File: src/rtl/mrle_pkg.sv
// mrle_pkg: shared types and constants for the maze run-length encoder
// request and response payload structs, result bundle, character codes
// no dependencies
package mrle_pkg;

   localparam int ROW_WIDTH_DEF = 32;
   localparam int MAX_ROWS_DEF  = 128;
   localparam int RUN_MAX_DEF   = 4095;

   localparam int SYMBOL_W    = 8;
   localparam int RUN_LEN_W   = 12;
   localparam int POS_COL_W   = 5;
   localparam int POS_ROW_W   = 7;
   localparam int MAX_RESULTS = 4;
   localparam int RES_IDX_W   = $clog2(MAX_RESULTS);
   localparam int RES_CNT_W   = $clog2(MAX_RESULTS + 1);

   localparam logic [SYMBOL_W-1:0] SYM_WALL  = 8'h2A;  // '*'
   localparam logic [SYMBOL_W-1:0] SYM_SPACE = 8'h20;  // ' '
   localparam logic [SYMBOL_W-1:0] SYM_START = 8'h53;  // 'S'
   localparam logic [SYMBOL_W-1:0] SYM_END   = 8'h45;  // 'E'
   localparam logic [SYMBOL_W-1:0] SYM_TRAP  = 8'h5E;  // '^'
   localparam logic [SYMBOL_W-1:0] SYM_COPY  = 8'h50;  // 'P'

   typedef enum logic [2:0] {
      KIND_WALL_RUN = 3'd0,
      KIND_OPEN_RUN = 3'd1,
      KIND_CHAR     = 3'd2,
      KIND_START    = 3'd3,
      KIND_END      = 3'd4
   } kind_type;

   typedef struct packed {
      logic [SYMBOL_W-1:0] symbol;
      logic                final_req;
   } req_type;

   typedef struct packed {
      kind_type             kind;
      logic [RUN_LEN_W-1:0] run_length;
      logic [SYMBOL_W-1:0]  copied_char;
      logic [POS_COL_W-1:0] position_col;
      logic [POS_ROW_W-1:0] position_row;
      logic                 position_found;
      logic                 end_of_output;
   } rsp_type;

   // results caused by one request, packed from slot 0 upward
   typedef struct packed {
      logic [RES_CNT_W-1:0]         count;
      rsp_type [MAX_RESULTS-1:0]    res;
   } bundle_type;

endpackage

File: src/rtl/mrle_core.sv
// mrle_core: coding state and per-request result generation
// holds run, copy mode and position state; builds the result bundle
// depends on mrle_pkg
module mrle_core import mrle_pkg::*; #(
   parameter int ROW_WIDTH = ROW_WIDTH_DEF,
   parameter int MAX_ROWS  = MAX_ROWS_DEF,
   parameter int RUN_MAX   = RUN_MAX_DEF
) (
   input  logic       clock,
   input  logic       reset,
   input  logic       advance,
   input  req_type    item,
   output bundle_type bundle
);

   localparam int COL_W = $clog2(ROW_WIDTH);
   localparam int ROW_W = $clog2(MAX_ROWS);
   localparam int CNT_W = $clog2(RUN_MAX + 1);
   localparam logic [CNT_W-1:0] RUN_MAX_C  = CNT_W'(RUN_MAX);
   localparam logic [COL_W-1:0] LAST_COL   = COL_W'(ROW_WIDTH - 1);
   localparam logic [ROW_W-1:0] LAST_ROW   = ROW_W'(MAX_ROWS - 1);

   typedef enum logic [1:0] {
      CLS_NONE = 2'd0,
      CLS_WALL = 2'd1,
      CLS_OPEN = 2'd2
   } class_type;

   logic             copy_ff, copy_in;
   class_type        run_class_ff, run_class_in;
   logic [CNT_W-1:0] run_count_ff, run_count_in;
   logic [COL_W-1:0] cur_col_ff, cur_col_in;
   logic [ROW_W-1:0] cur_row_ff, cur_row_in;
   logic [COL_W-1:0] start_col_ff, start_col_in;
   logic [ROW_W-1:0] start_row_ff, start_row_in;
   logic             start_seen_ff, start_seen_in;
   logic [COL_W-1:0] goal_col_ff, goal_col_in;
   logic [ROW_W-1:0] goal_row_ff, goal_row_in;
   logic             goal_seen_ff, goal_seen_in;

   logic      is_s, is_e, is_p, is_wall, is_open;
   class_type sym_class;
   rsp_type [MAX_RESULTS-1:0] slot_res;
   logic    [MAX_RESULTS-1:0] slot_vld;
   logic    [RES_CNT_W-1:0]   pos;

   function automatic rsp_type make_run(class_type c, logic [CNT_W-1:0] n);
      rsp_type                        r;
      logic [CNT_W+RUN_LEN_W-1:0]     ext;
      r            = '0;
      ext          = {{RUN_LEN_W{1'b0}}, n};
      r.kind       = (c == CLS_WALL) ? KIND_WALL_RUN : KIND_OPEN_RUN;
      r.run_length = ext[RUN_LEN_W-1:0];
      return r;
   endfunction

   function automatic rsp_type make_pos(kind_type k, logic found,
                                        logic [COL_W-1:0] col,
                                        logic [ROW_W-1:0] row);
      rsp_type                        r;
      logic [COL_W+POS_COL_W-1:0]     col_ext;
      logic [ROW_W+POS_ROW_W-1:0]     row_ext;
      r                = '0;
      col_ext          = {{POS_COL_W{1'b0}}, col};
      row_ext          = {{POS_ROW_W{1'b0}}, row};
      r.kind           = k;
      r.position_found = found;
      r.position_col   = found ? col_ext[POS_COL_W-1:0] : '0;
      r.position_row   = found ? row_ext[POS_ROW_W-1:0] : '0;
      r.end_of_output  = (k == KIND_END);
      return r;
   endfunction

   assign is_s    = (item.symbol == SYM_START);
   assign is_e    = (item.symbol == SYM_END);
   assign is_p    = (item.symbol == SYM_COPY);
   assign is_wall = (item.symbol == SYM_WALL);
   assign is_open = (item.symbol == SYM_SPACE) || is_s || is_e || (item.symbol == SYM_TRAP);

   always_comb begin
      copy_in       = copy_ff;
      run_class_in  = run_class_ff;
      run_count_in  = run_count_ff;
      cur_col_in    = cur_col_ff;
      cur_row_in    = cur_row_ff;
      start_col_in  = start_col_ff;
      start_row_in  = start_row_ff;
      start_seen_in = start_seen_ff;
      goal_col_in   = goal_col_ff;
      goal_row_in   = goal_row_ff;
      goal_seen_in  = goal_seen_ff;
      slot_vld      = '0;
      slot_res      = '0;
      sym_class     = is_wall ? CLS_WALL : (is_open ? CLS_OPEN : CLS_NONE);

      // markers use the position before this character advances it
      if (is_s) begin
         start_col_in  = cur_col_ff;
         start_row_in  = cur_row_ff;
         start_seen_in = 1'b1;
      end
      if (is_e) begin
         goal_col_in  = cur_col_ff;
         goal_row_in  = cur_row_ff;
         goal_seen_in = 1'b1;
      end

      // slot 0: run closed by this character
      if (!copy_ff && is_p) begin
         slot_vld[0]  = (run_class_ff != CLS_NONE) && (run_count_ff != '0);
         slot_res[0]  = make_run(run_class_ff, run_count_ff);
         run_class_in = CLS_NONE;
         run_count_in = '0;
         copy_in      = 1'b1;
      end else if (!copy_ff && sym_class != CLS_NONE) begin
         if (run_class_ff != sym_class) begin
            slot_vld[0]  = (run_class_ff != CLS_NONE) && (run_count_ff != '0);
            slot_res[0]  = make_run(run_class_ff, run_count_ff);
            run_class_in = sym_class;
            run_count_in = CNT_W'(1);
         end else if (run_count_ff >= RUN_MAX_C) begin
            // full run goes out, counting restarts
            slot_vld[0]  = 1'b1;
            slot_res[0]  = make_run(sym_class, RUN_MAX_C);
            run_count_in = CNT_W'(1);
         end else begin
            run_count_in = run_count_ff + CNT_W'(1);
         end
      end

      // slot 1: copied character, or the final flush of the pending run
      if (copy_in) begin
         slot_vld[1]             = 1'b1;
         slot_res[1].kind        = KIND_CHAR;
         slot_res[1].copied_char = item.symbol;
      end else if (item.final_req) begin
         slot_vld[1] = (run_class_in != CLS_NONE) && (run_count_in != '0);
         slot_res[1] = make_run(run_class_in, run_count_in);
      end

      slot_vld[2] = item.final_req;
      slot_res[2] = make_pos(KIND_START, start_seen_in, start_col_in, start_row_in);
      slot_vld[3] = item.final_req;
      slot_res[3] = make_pos(KIND_END, goal_seen_in, goal_col_in, goal_row_in);

      if (cur_col_ff == LAST_COL) begin
         cur_col_in = '0;
         if (cur_row_ff != LAST_ROW) begin
            cur_row_in = cur_row_ff + ROW_W'(1);
         end
      end else begin
         cur_col_in = cur_col_ff + COL_W'(1);
      end

      // end of maze: back to reset state for the next one
      if (item.final_req) begin
         copy_in       = 1'b0;
         run_class_in  = CLS_NONE;
         run_count_in  = '0;
         cur_col_in    = '0;
         cur_row_in    = '0;
         start_col_in  = '0;
         start_row_in  = '0;
         start_seen_in = 1'b0;
         goal_col_in   = '0;
         goal_row_in   = '0;
         goal_seen_in  = 1'b0;
      end
   end

   // pack valid slots toward slot 0
   always_comb begin
      bundle = '0;
      pos    = '0;
      for (int i = 0; i < MAX_RESULTS; i++) begin
         if (slot_vld[i]) begin
            bundle.res[pos[RES_IDX_W-1:0]] = slot_res[i];
            pos = pos + RES_CNT_W'(1);
         end
      end
      bundle.count = pos;
   end

   always_ff @(posedge clock) begin
      if (reset) begin
         copy_ff       <= 1'b0;
         run_class_ff  <= CLS_NONE;
         run_count_ff  <= '0;
         cur_col_ff    <= '0;
         cur_row_ff    <= '0;
         start_col_ff  <= '0;
         start_row_ff  <= '0;
         start_seen_ff <= 1'b0;
         goal_col_ff   <= '0;
         goal_row_ff   <= '0;
         goal_seen_ff  <= 1'b0;
      end else if (advance) begin
         copy_ff       <= copy_in;
         run_class_ff  <= run_class_in;
         run_count_ff  <= run_count_in;
         cur_col_ff    <= cur_col_in;
         cur_row_ff    <= cur_row_in;
         start_col_ff  <= start_col_in;
         start_row_ff  <= start_row_in;
         start_seen_ff <= start_seen_in;
         goal_col_ff   <= goal_col_in;
         goal_row_ff   <= goal_row_in;
         goal_seen_ff  <= goal_seen_in;
      end
   end

   a_copy_no_run: assert property (@(posedge clock) disable iff (reset)
      copy_ff |-> run_class_ff == CLS_NONE)
      else $error("run open while in copy mode");

   a_class_count: assert property (@(posedge clock) disable iff (reset)
      (run_class_ff == CLS_NONE) == (run_count_ff == '0))
      else $error("run class and run count disagree");

   a_col_range: assert property (@(posedge clock) disable iff (reset)
      cur_col_ff <= LAST_COL)
      else $error("column counter past row width");

endmodule

File: src/rtl/mrle_out.sv
// mrle_out: response register holding one request's result bundle
// hands out the results one per response in slot order
// depends on mrle_pkg
module mrle_out import mrle_pkg::*; (
   input  logic       clock,
   input  logic       reset,
   input  logic       load,
   input  bundle_type bundle_in,
   output logic       free,
   output logic       rsp_valid,
   input  logic       rsp_stall,
   output rsp_type    rsp_data
);

   logic                 valid_ff;
   logic [RES_IDX_W-1:0] idx_ff;
   bundle_type           bundle_ff;
   logic                 last;

   assign last      = ({1'b0, idx_ff} + RES_CNT_W'(1)) == bundle_ff.count;
   assign free      = !valid_ff || (!rsp_stall && last);
   assign rsp_valid = valid_ff;
   assign rsp_data  = bundle_ff.res[idx_ff];

   always_ff @(posedge clock) begin
      if (reset) begin
         valid_ff <= 1'b0;
         idx_ff   <= '0;
      end else if (load) begin
         valid_ff <= 1'b1;
         idx_ff   <= '0;
      end else if (valid_ff && !rsp_stall) begin
         if (last) begin
            valid_ff <= 1'b0;
         end else begin
            idx_ff <= idx_ff + RES_IDX_W'(1);
         end
      end
   end

   always_ff @(posedge clock) begin
      if (load) begin
         bundle_ff <= bundle_in;
      end
   end

   a_idx_range: assert property (@(posedge clock) disable iff (reset)
      valid_ff |-> bundle_ff.count != '0 && ({1'b0, idx_ff} < bundle_ff.count))
      else $error("response index outside bundle");

   a_load_free: assert property (@(posedge clock) disable iff (reset)
      load |-> free)
      else $error("bundle overwritten before drained");

   a_idx_step: assert property (@(posedge clock) disable iff (reset)
      valid_ff && !rsp_stall && !last && !load |=>
         valid_ff && idx_ff == $past(idx_ff) + RES_IDX_W'(1))
      else $error("response index did not advance");

endmodule

File: src/rtl/maze_run_length_encoder_unit.sv
// flow: a request waits in the input register until it fires; its results are then loaded
// into the response register and shown on rsp one per response, in slot order
// throughput: one request per cycle while rsp is not stalled and each causes at most one
// result; one with more (up to four) keeps the response register busy until all are taken
// reset: synchronous, clears the coding state, input register and response register
// top level: input register, coding core, response register; depends on mrle_pkg
module maze_run_length_encoder_unit import mrle_pkg::*; #(
   parameter int ROW_WIDTH = ROW_WIDTH_DEF,
   parameter int MAX_ROWS  = MAX_ROWS_DEF,
   parameter int RUN_MAX   = RUN_MAX_DEF
) (
   input  logic    clock,
   input  logic    reset,
   input  logic    req_valid,
   output logic    req_stall,
   input  req_type req_data,
   output logic    rsp_valid,
   input  logic    rsp_stall,
   output rsp_type rsp_data
);

   logic       item_valid_ff;
   req_type    item_ff;
   bundle_type bundle;
   logic       out_free;
   logic       fire;
   logic       load;

   // requests that cause no result move on even while the response is busy
   assign fire      = item_valid_ff && ((bundle.count == '0) || out_free);
   assign load      = fire && (bundle.count != '0);
   assign req_stall = item_valid_ff && !fire;

   always_ff @(posedge clock) begin
      if (reset) begin
         item_valid_ff <= 1'b0;
      end else if (!item_valid_ff || fire) begin
         item_valid_ff <= req_valid;
      end
   end

   always_ff @(posedge clock) begin
      if (req_valid && !req_stall) begin
         item_ff <= req_data;
      end
   end

   mrle_core #(
      .ROW_WIDTH (ROW_WIDTH),
      .MAX_ROWS  (MAX_ROWS),
      .RUN_MAX   (RUN_MAX)
   ) u_core (
      .clock   (clock),
      .reset   (reset),
      .advance (fire),
      .item    (item_ff),
      .bundle  (bundle)
   );

   mrle_out u_out (
      .clock     (clock),
      .reset     (reset),
      .load      (load),
      .bundle_in (bundle),
      .free      (out_free),
      .rsp_valid (rsp_valid),
      .rsp_stall (rsp_stall),
      .rsp_data  (rsp_data)
   );

endmodule
File: config.mk
export PLATFORM = sky130hd
export DESIGN_NAME = maze_run_length_encoder_unit
export DESIGN_NICKNAME = d
export VERILOG_FILES = /design/src/rtl/mrle_pkg.sv /design/src/rtl/mrle_core.sv /design/src/rtl/mrle_out.sv /design/src/rtl/maze_run_length_encoder_unit.sv
export SDC_FILE = /design/constraint.sdc
export NUM_CORES = 1
export LEC_CHECK = 0
export BUFFER_PORTS_ARGS = -buffer_cell sky130_fd_sc_hd__buf_2
export CAP_MARGIN = 20
export CORE_MARGIN = 2
export CORE_UTILIZATION = 42
export DETAILED_ROUTE_END_ITERATION = 8
export GPL_TIMING_DRIVEN = 0
export HOLD_SLACK_MARGIN = 0.15
export PLACE_DENSITY_LB_ADDON = 0.08
export SLEW_MARGIN = 20
export SYNTH_ARGS = -nofsm -noshare
export SYNTH_HDL_FRONTEND = slang
export SYNTH_SLANG_ARGS = --single-unit
File: constraint.sdc
create_clock -name clock -period 12.2 [get_ports clock]
set_input_delay 3.05 -clock clock [delete_from_list [all_inputs] [get_ports clock]]
set_output_delay 3.05 -clock clock [all_outputs]
set_load 0.01 [all_outputs]
# == Word level (Yosys, flattened, before mapping) ==
# Index checks and enable logic that the tools add are counted.
# word_totals
reg_bits,217
mem_count,0
wordCells,189
rom_bits,0
latch_bits,0
ram_bits,0
# op_classes
reduce_logical,40
eq_ne,13
multipliers,0
n_shift,0
order_cmp,8
bitwise_logic,1
div,0
mux,74
addsub,8
# op_table
op,n
$bwmux W148,3
$mux W148,3
$mux W37,10
$demux W37 S2,3
$bmux W37 S2,1
$mux W12,6
$mux W7,9
$mux W5,8
$eq A8 B7 Y1 const B,4
$reduce_bool A12 Y1,2
$mux W1,19
$eq A8 B6 Y1 const B,2
$mux W14,1
$reduce_bool A2 Y1,7
$logic_and A1 B1 Y1,13
$add A12 B1 Y12 const B,1
$ge A12 B12 Y1 const B,1
$mux W2,6
$mux W3,4
$lt A2 B3 Y1 const B,3
$mux W8,1
$add A7 B1 Y7 const B,1
$ne A7 B7 Y1 const B,1
$add A3 B1 Y3 const B,2
other kinds (19),33

# == Depth between registers and ports, before layout ==
# logic_depth
ltp_word,26
ltp_mapped,26
depth_no_buf,25

# == By module ==
# Synthesis repeated with hierarchy kept, for this count alone.
# hier_totals
hier_cells,942
area_unflattened_um2,11155.7
# by_module_without_submodules
module,n_inst,cells_per_inst,area_each_um2,seq_area_each_um2
mrle_out,1,223,5665.4,4594.4
mrle_core,1,700,5127.4,1061.0
maze_run_length_encoder_unit,1,19,362.8,290.3

# == Least setup slack after synthesis ==
# OpenSTA, ideal clock, no wires.
# synth_timing
path_kind,reg2reg
startpoint,register item_ff[5] in the netlist's numbering
endpoint,"register u_out.bundle_ff[0] in the netlist's numbering, enable pin"
n_path_buf,1
arrival_time_ns,8.730
path_slack_ns,2.895
setup_ns,0.575
t_required_ns,11.625
stages_incl_launch_ff,18
cell_sequence,edfxtp_1 -> nor4b_2 -> nand4_2 -> a41oi_2 -> buf_6 -> nand4_2 -> a2111oi_2 -> a41oi_1 -> a2111o_1 -> and2_4 -> a21o_1 -> ha_1 -> xor2_1 -> ha_1 -> mux2_2 -> nor3_1 -> o21ai_1 -> nor2_1
# synth_lines
element,line,source
"start, declared",maze_run_length_encoder_unit.sv:23,req_type item_ff;
"start signal, assigned",maze_run_length_encoder_unit.sv:44,item_ff <= req_data;
"end signal, assigned",mrle_out.sv:43,bundle_ff <= bundle_in;
"end, declared",mrle_out.sv:17,bundle_type bundle_ff;

==> results.toml <==
[grt]
grt_overflow = 0
grt_pass1_vias = 6497
antenna_found_initial = 0
grt_max_degree = 28
grt_pass1_wl_um = 36900
grtUsageTotal_pct = 22.1

[worst_hold_path]
min_from = "u_core.start_row_ff[3]$_SDFFE_PP0P_"
hold_class = "reg -> reg"

[flow_run]
cap_viol_max_count = 0

[cts]
clockRootBuffer = "clkbuf_16"
cts_resized = 0
clockBufferDepth = 2
worst_skew_pair.late_latency_ns = 0.44
hold_buffers = 0
cts_made_buffers = 17
clock-sinks = 171
cts_tree = "done"
htree_levels = 4
path_clk_slew_ns = 0.07
post_cts_buffers = 0

[detailed_routing]
drt_iter0_markers = 491
via_per_inst = 5.73
antenna_left = 0
vias = 6668
wl_per_cell_um = 19.9
wl_um = 23100
firstDrtPassIters = 5
drc_errors = 0

[pwr]
clock_power_share_pct = 44.9
switchingPower_uw = 301
p_per_area_nw_per_um2 = 124
pwr-share-seq_pct = 51.0
total_power_uw = 1230
comb_power_share_pct = 4.2
p_int_uw = 933
p_leak_uw = 0.00337
ir_drop_uv = 99.2
swShare_pct = 24.4

[timing]
timing.final.crit_share_pct = 73.1
worst_pin_slew_ns = 0.936
clock_skew_ns = 0.0152
fmax_mhz = 112
rsz0062_at_grt = "no"
hold_viol = 0
relSlewSlack_pct = 37.2
setup_tns_ns = 0
period_needed_ns = 8.92
maxSlewViolCount = 0
setup_violations = 0

[yosys]
synth_cell_types = 69
synth_area_leader_cell = "edfxtp_1"
async_reset_ff_share_pct = 0
yosysWarnings = 0
synthCells = 791
synth_seq_area_share_pct = 53.3
synth_enable_flop_cells = 114
synth_flop_cell = "edfxtp_1"
ys_seq_elements = 171
synthTopCellsByArea = "edfxtp_1 (40%), dfxtp_1 (13%), nor2_1 (4.3%), mux4_2 (4.2%), mux2i_1 (4.0%)"
synth_top_area_share_pct = 40.0
syn_avg_cell_area_sq_um = 10.8
yosysMostFrequentCell = "edfxtp_1"
yosys-top-cells-count = "edfxtp_1 (114), nor2_1 (99), dfxtp_1 (57)"
synth.cell_area_sq_um = 8570

[floorplan]
fp.coreArea_sq_um = 20100
dieArea_sq_um = 21600
start_util_pct = 42.6
die_y_um = 147
fp-row-count = 52
io_pins = 52
dieWidth_um = 147

[worst_setup_path]
critPathCaptureType = "output port"
crit_start = "item_ff[5]$_DFFE_PP_"
cp_max_fo = 10
worstSetupEndpoint = "req_stall"
reg2reg_depth = 21
start_kind = "register"
timing.rr.start = "item_ff[5]$_DFFE_PP_"
crit_required_ns = 9.15
crit_type = "reg -> out"
worstPathArrival_ns = 5.87
rrSetupSlack_ns = 5.48
rr_endpoint = "u_out.bundle_ff[13]$_DFFE_PP_"

[status]
outcome = "completed"

[final_layout]
nNetsFinal = 908
drive_above_1_share_pct = 14.1
diodes = 0
regArea_sq_um = 4560
area_growth_pct = 16.0
fin_util_pct = 49.4
multiInputGateArea_sq_um = 3770
num-fill-cells = 1853

[placement]
gp_congestion = 0.899
dpl.hpwl_um = 17100
io_buffers = 50
## metrics by stage
stage | instances | hold WS (ns) | instance area, sq um | setup slack (ns)
6_report | 1163 | 0.511 | 9930 | 3.28
5_1_grt | 1163 | 0.541 | 9930 | 2.89
4_1_cts | 1163 | 0.515 | 9930 | 3.29
3_5_place_dp | 1131 | 0.499 | 9320 | 3.78
2_1_floorplan | 807 | 0.471 | 8630 | 2.89
3_3_place_gp | 1127 | 0.486 | 9210 | 0.439
## area by class of cell
type / count / area share, %
buffer: 57 / 2.32
tap: 270 / 3.40
sequential: 171 / 46.0
clock inverter: 15 / 1.83
clock buffer: 17 / 4.28
inverter: 19 / 0.718
timing repair buffer: 54 / 3.55
multi-input combinational: 560 / 37.9
## flip-flops by register name, summed over array words and instances, names as in the netlist
| register | flops |
|---|---|
| item_ff | 9 |
| item_valid_ff | 1 |
| u_core.copy_ff | 1 |
| u_core.cur_col_ff | 5 |
| u_core.cur_row_ff | 7 |
| u_core.goal_col_ff | 5 |
| u_core.goal_row_ff | 7 |
| u_core.goal_seen_ff | 1 |
| u_core.run_class_ff | 2 |
| u_core.run_count_ff | 12 |
| u_core.start_col_ff | 5 |
| u_core.start_row_ff | 7 |
| u_core.start_seen_ff | 1 |
| u_out.bundle_ff | 105 |
| u_out.idx_ff | 2 |
| u_out.rsp_valid | 1 |
## worst min path at each step
stage	end	slack, ns	cells past startpoint
2_1_floorplan	u_core.goal_col_ff[0]$_SDFFE_PP0P_	0.47	2
3_3_place_gp	u_core.goal_col_ff[4]$_SDFFE_PP0P_	0.49	2
3_5_place_dp	u_core.goal_row_ff[3]$_SDFFE_PP0P_	0.50	2
4_1_cts	u_core.goal_row_ff[3]$_SDFFE_PP0P_	0.52	2
5_1_grt	u_core.start_row_ff[4]$_SDFFE_PP0P_	0.54	2
6_report	u_core.start_row_ff[3]$_SDFFE_PP0P_	0.51	2
## routing by layer
metal	global-route usage, %	wire length [um]	vias to the layer above
li1	-	-	3156
met1	32.3	10800	3274
met2	33.8	10600	213
met3	4.32	1340	25
met4	5.78	286	0
met5	0	0	-
## critical path: stages (launching register included)
cell	delay [ns]
edfxtp_1	0.50
nor4b_2	0.54
nand4_2	0.24
a41oi_2	0.28
buf_6	0.19
nand4_2	0.09
a2111oi_2	0.39
a41oi_1	0.18
a2111o_1	0.44
and2_4	0.17
a21o_1	0.19
ha_1	0.36
xor2_1	0.26
ha_1	0.23
inv_1	0.07
ha_1	0.28
nor2b_1	0.06
nor3_1	0.38
nor2_1	0.12
and2_1	0.28
buf_2	0.17
## logic make-up (layout without fill, tap and decap cells)
kind of cell               after synthesis  in the layout  share of synthesized area [%]
buffers and inverters                   76            162                           3.51
and+or+nand+nor                        264            264                           15.9
xor gates and xnor gates                20             20                           2.04
DFF                                    171            171                           53.3
muxes                                   51             51                           8.31
AOI/OAI and AO/OA                      193            193                           14.7
adders and majority gates               15             15                           2.19
other                                    1             17                         0.0438
## power groups by stage
stage               Clock (uW)  Sequential (uW)  Combinational (uW)
finish                     554              629                51.2
global route               587              630                56.7
CTS                        567              629                51.5
detailed placement           0              642                51.3
global placement             0              643                47.8
floorplan                    0              641                31.2
## cells in the final DEF, fill, tap and decap left out, drive strengths merged, types with 28 or more instances in the layout
master,count
a21oi,44
a22oi,34
buf,63
clkbuf,65
dfxtp,57
edfxtp,114
mux2i,34
nand2,34
nor2,100
o21ai,28
o22ai,50
(Power assumes the default switching activity.)
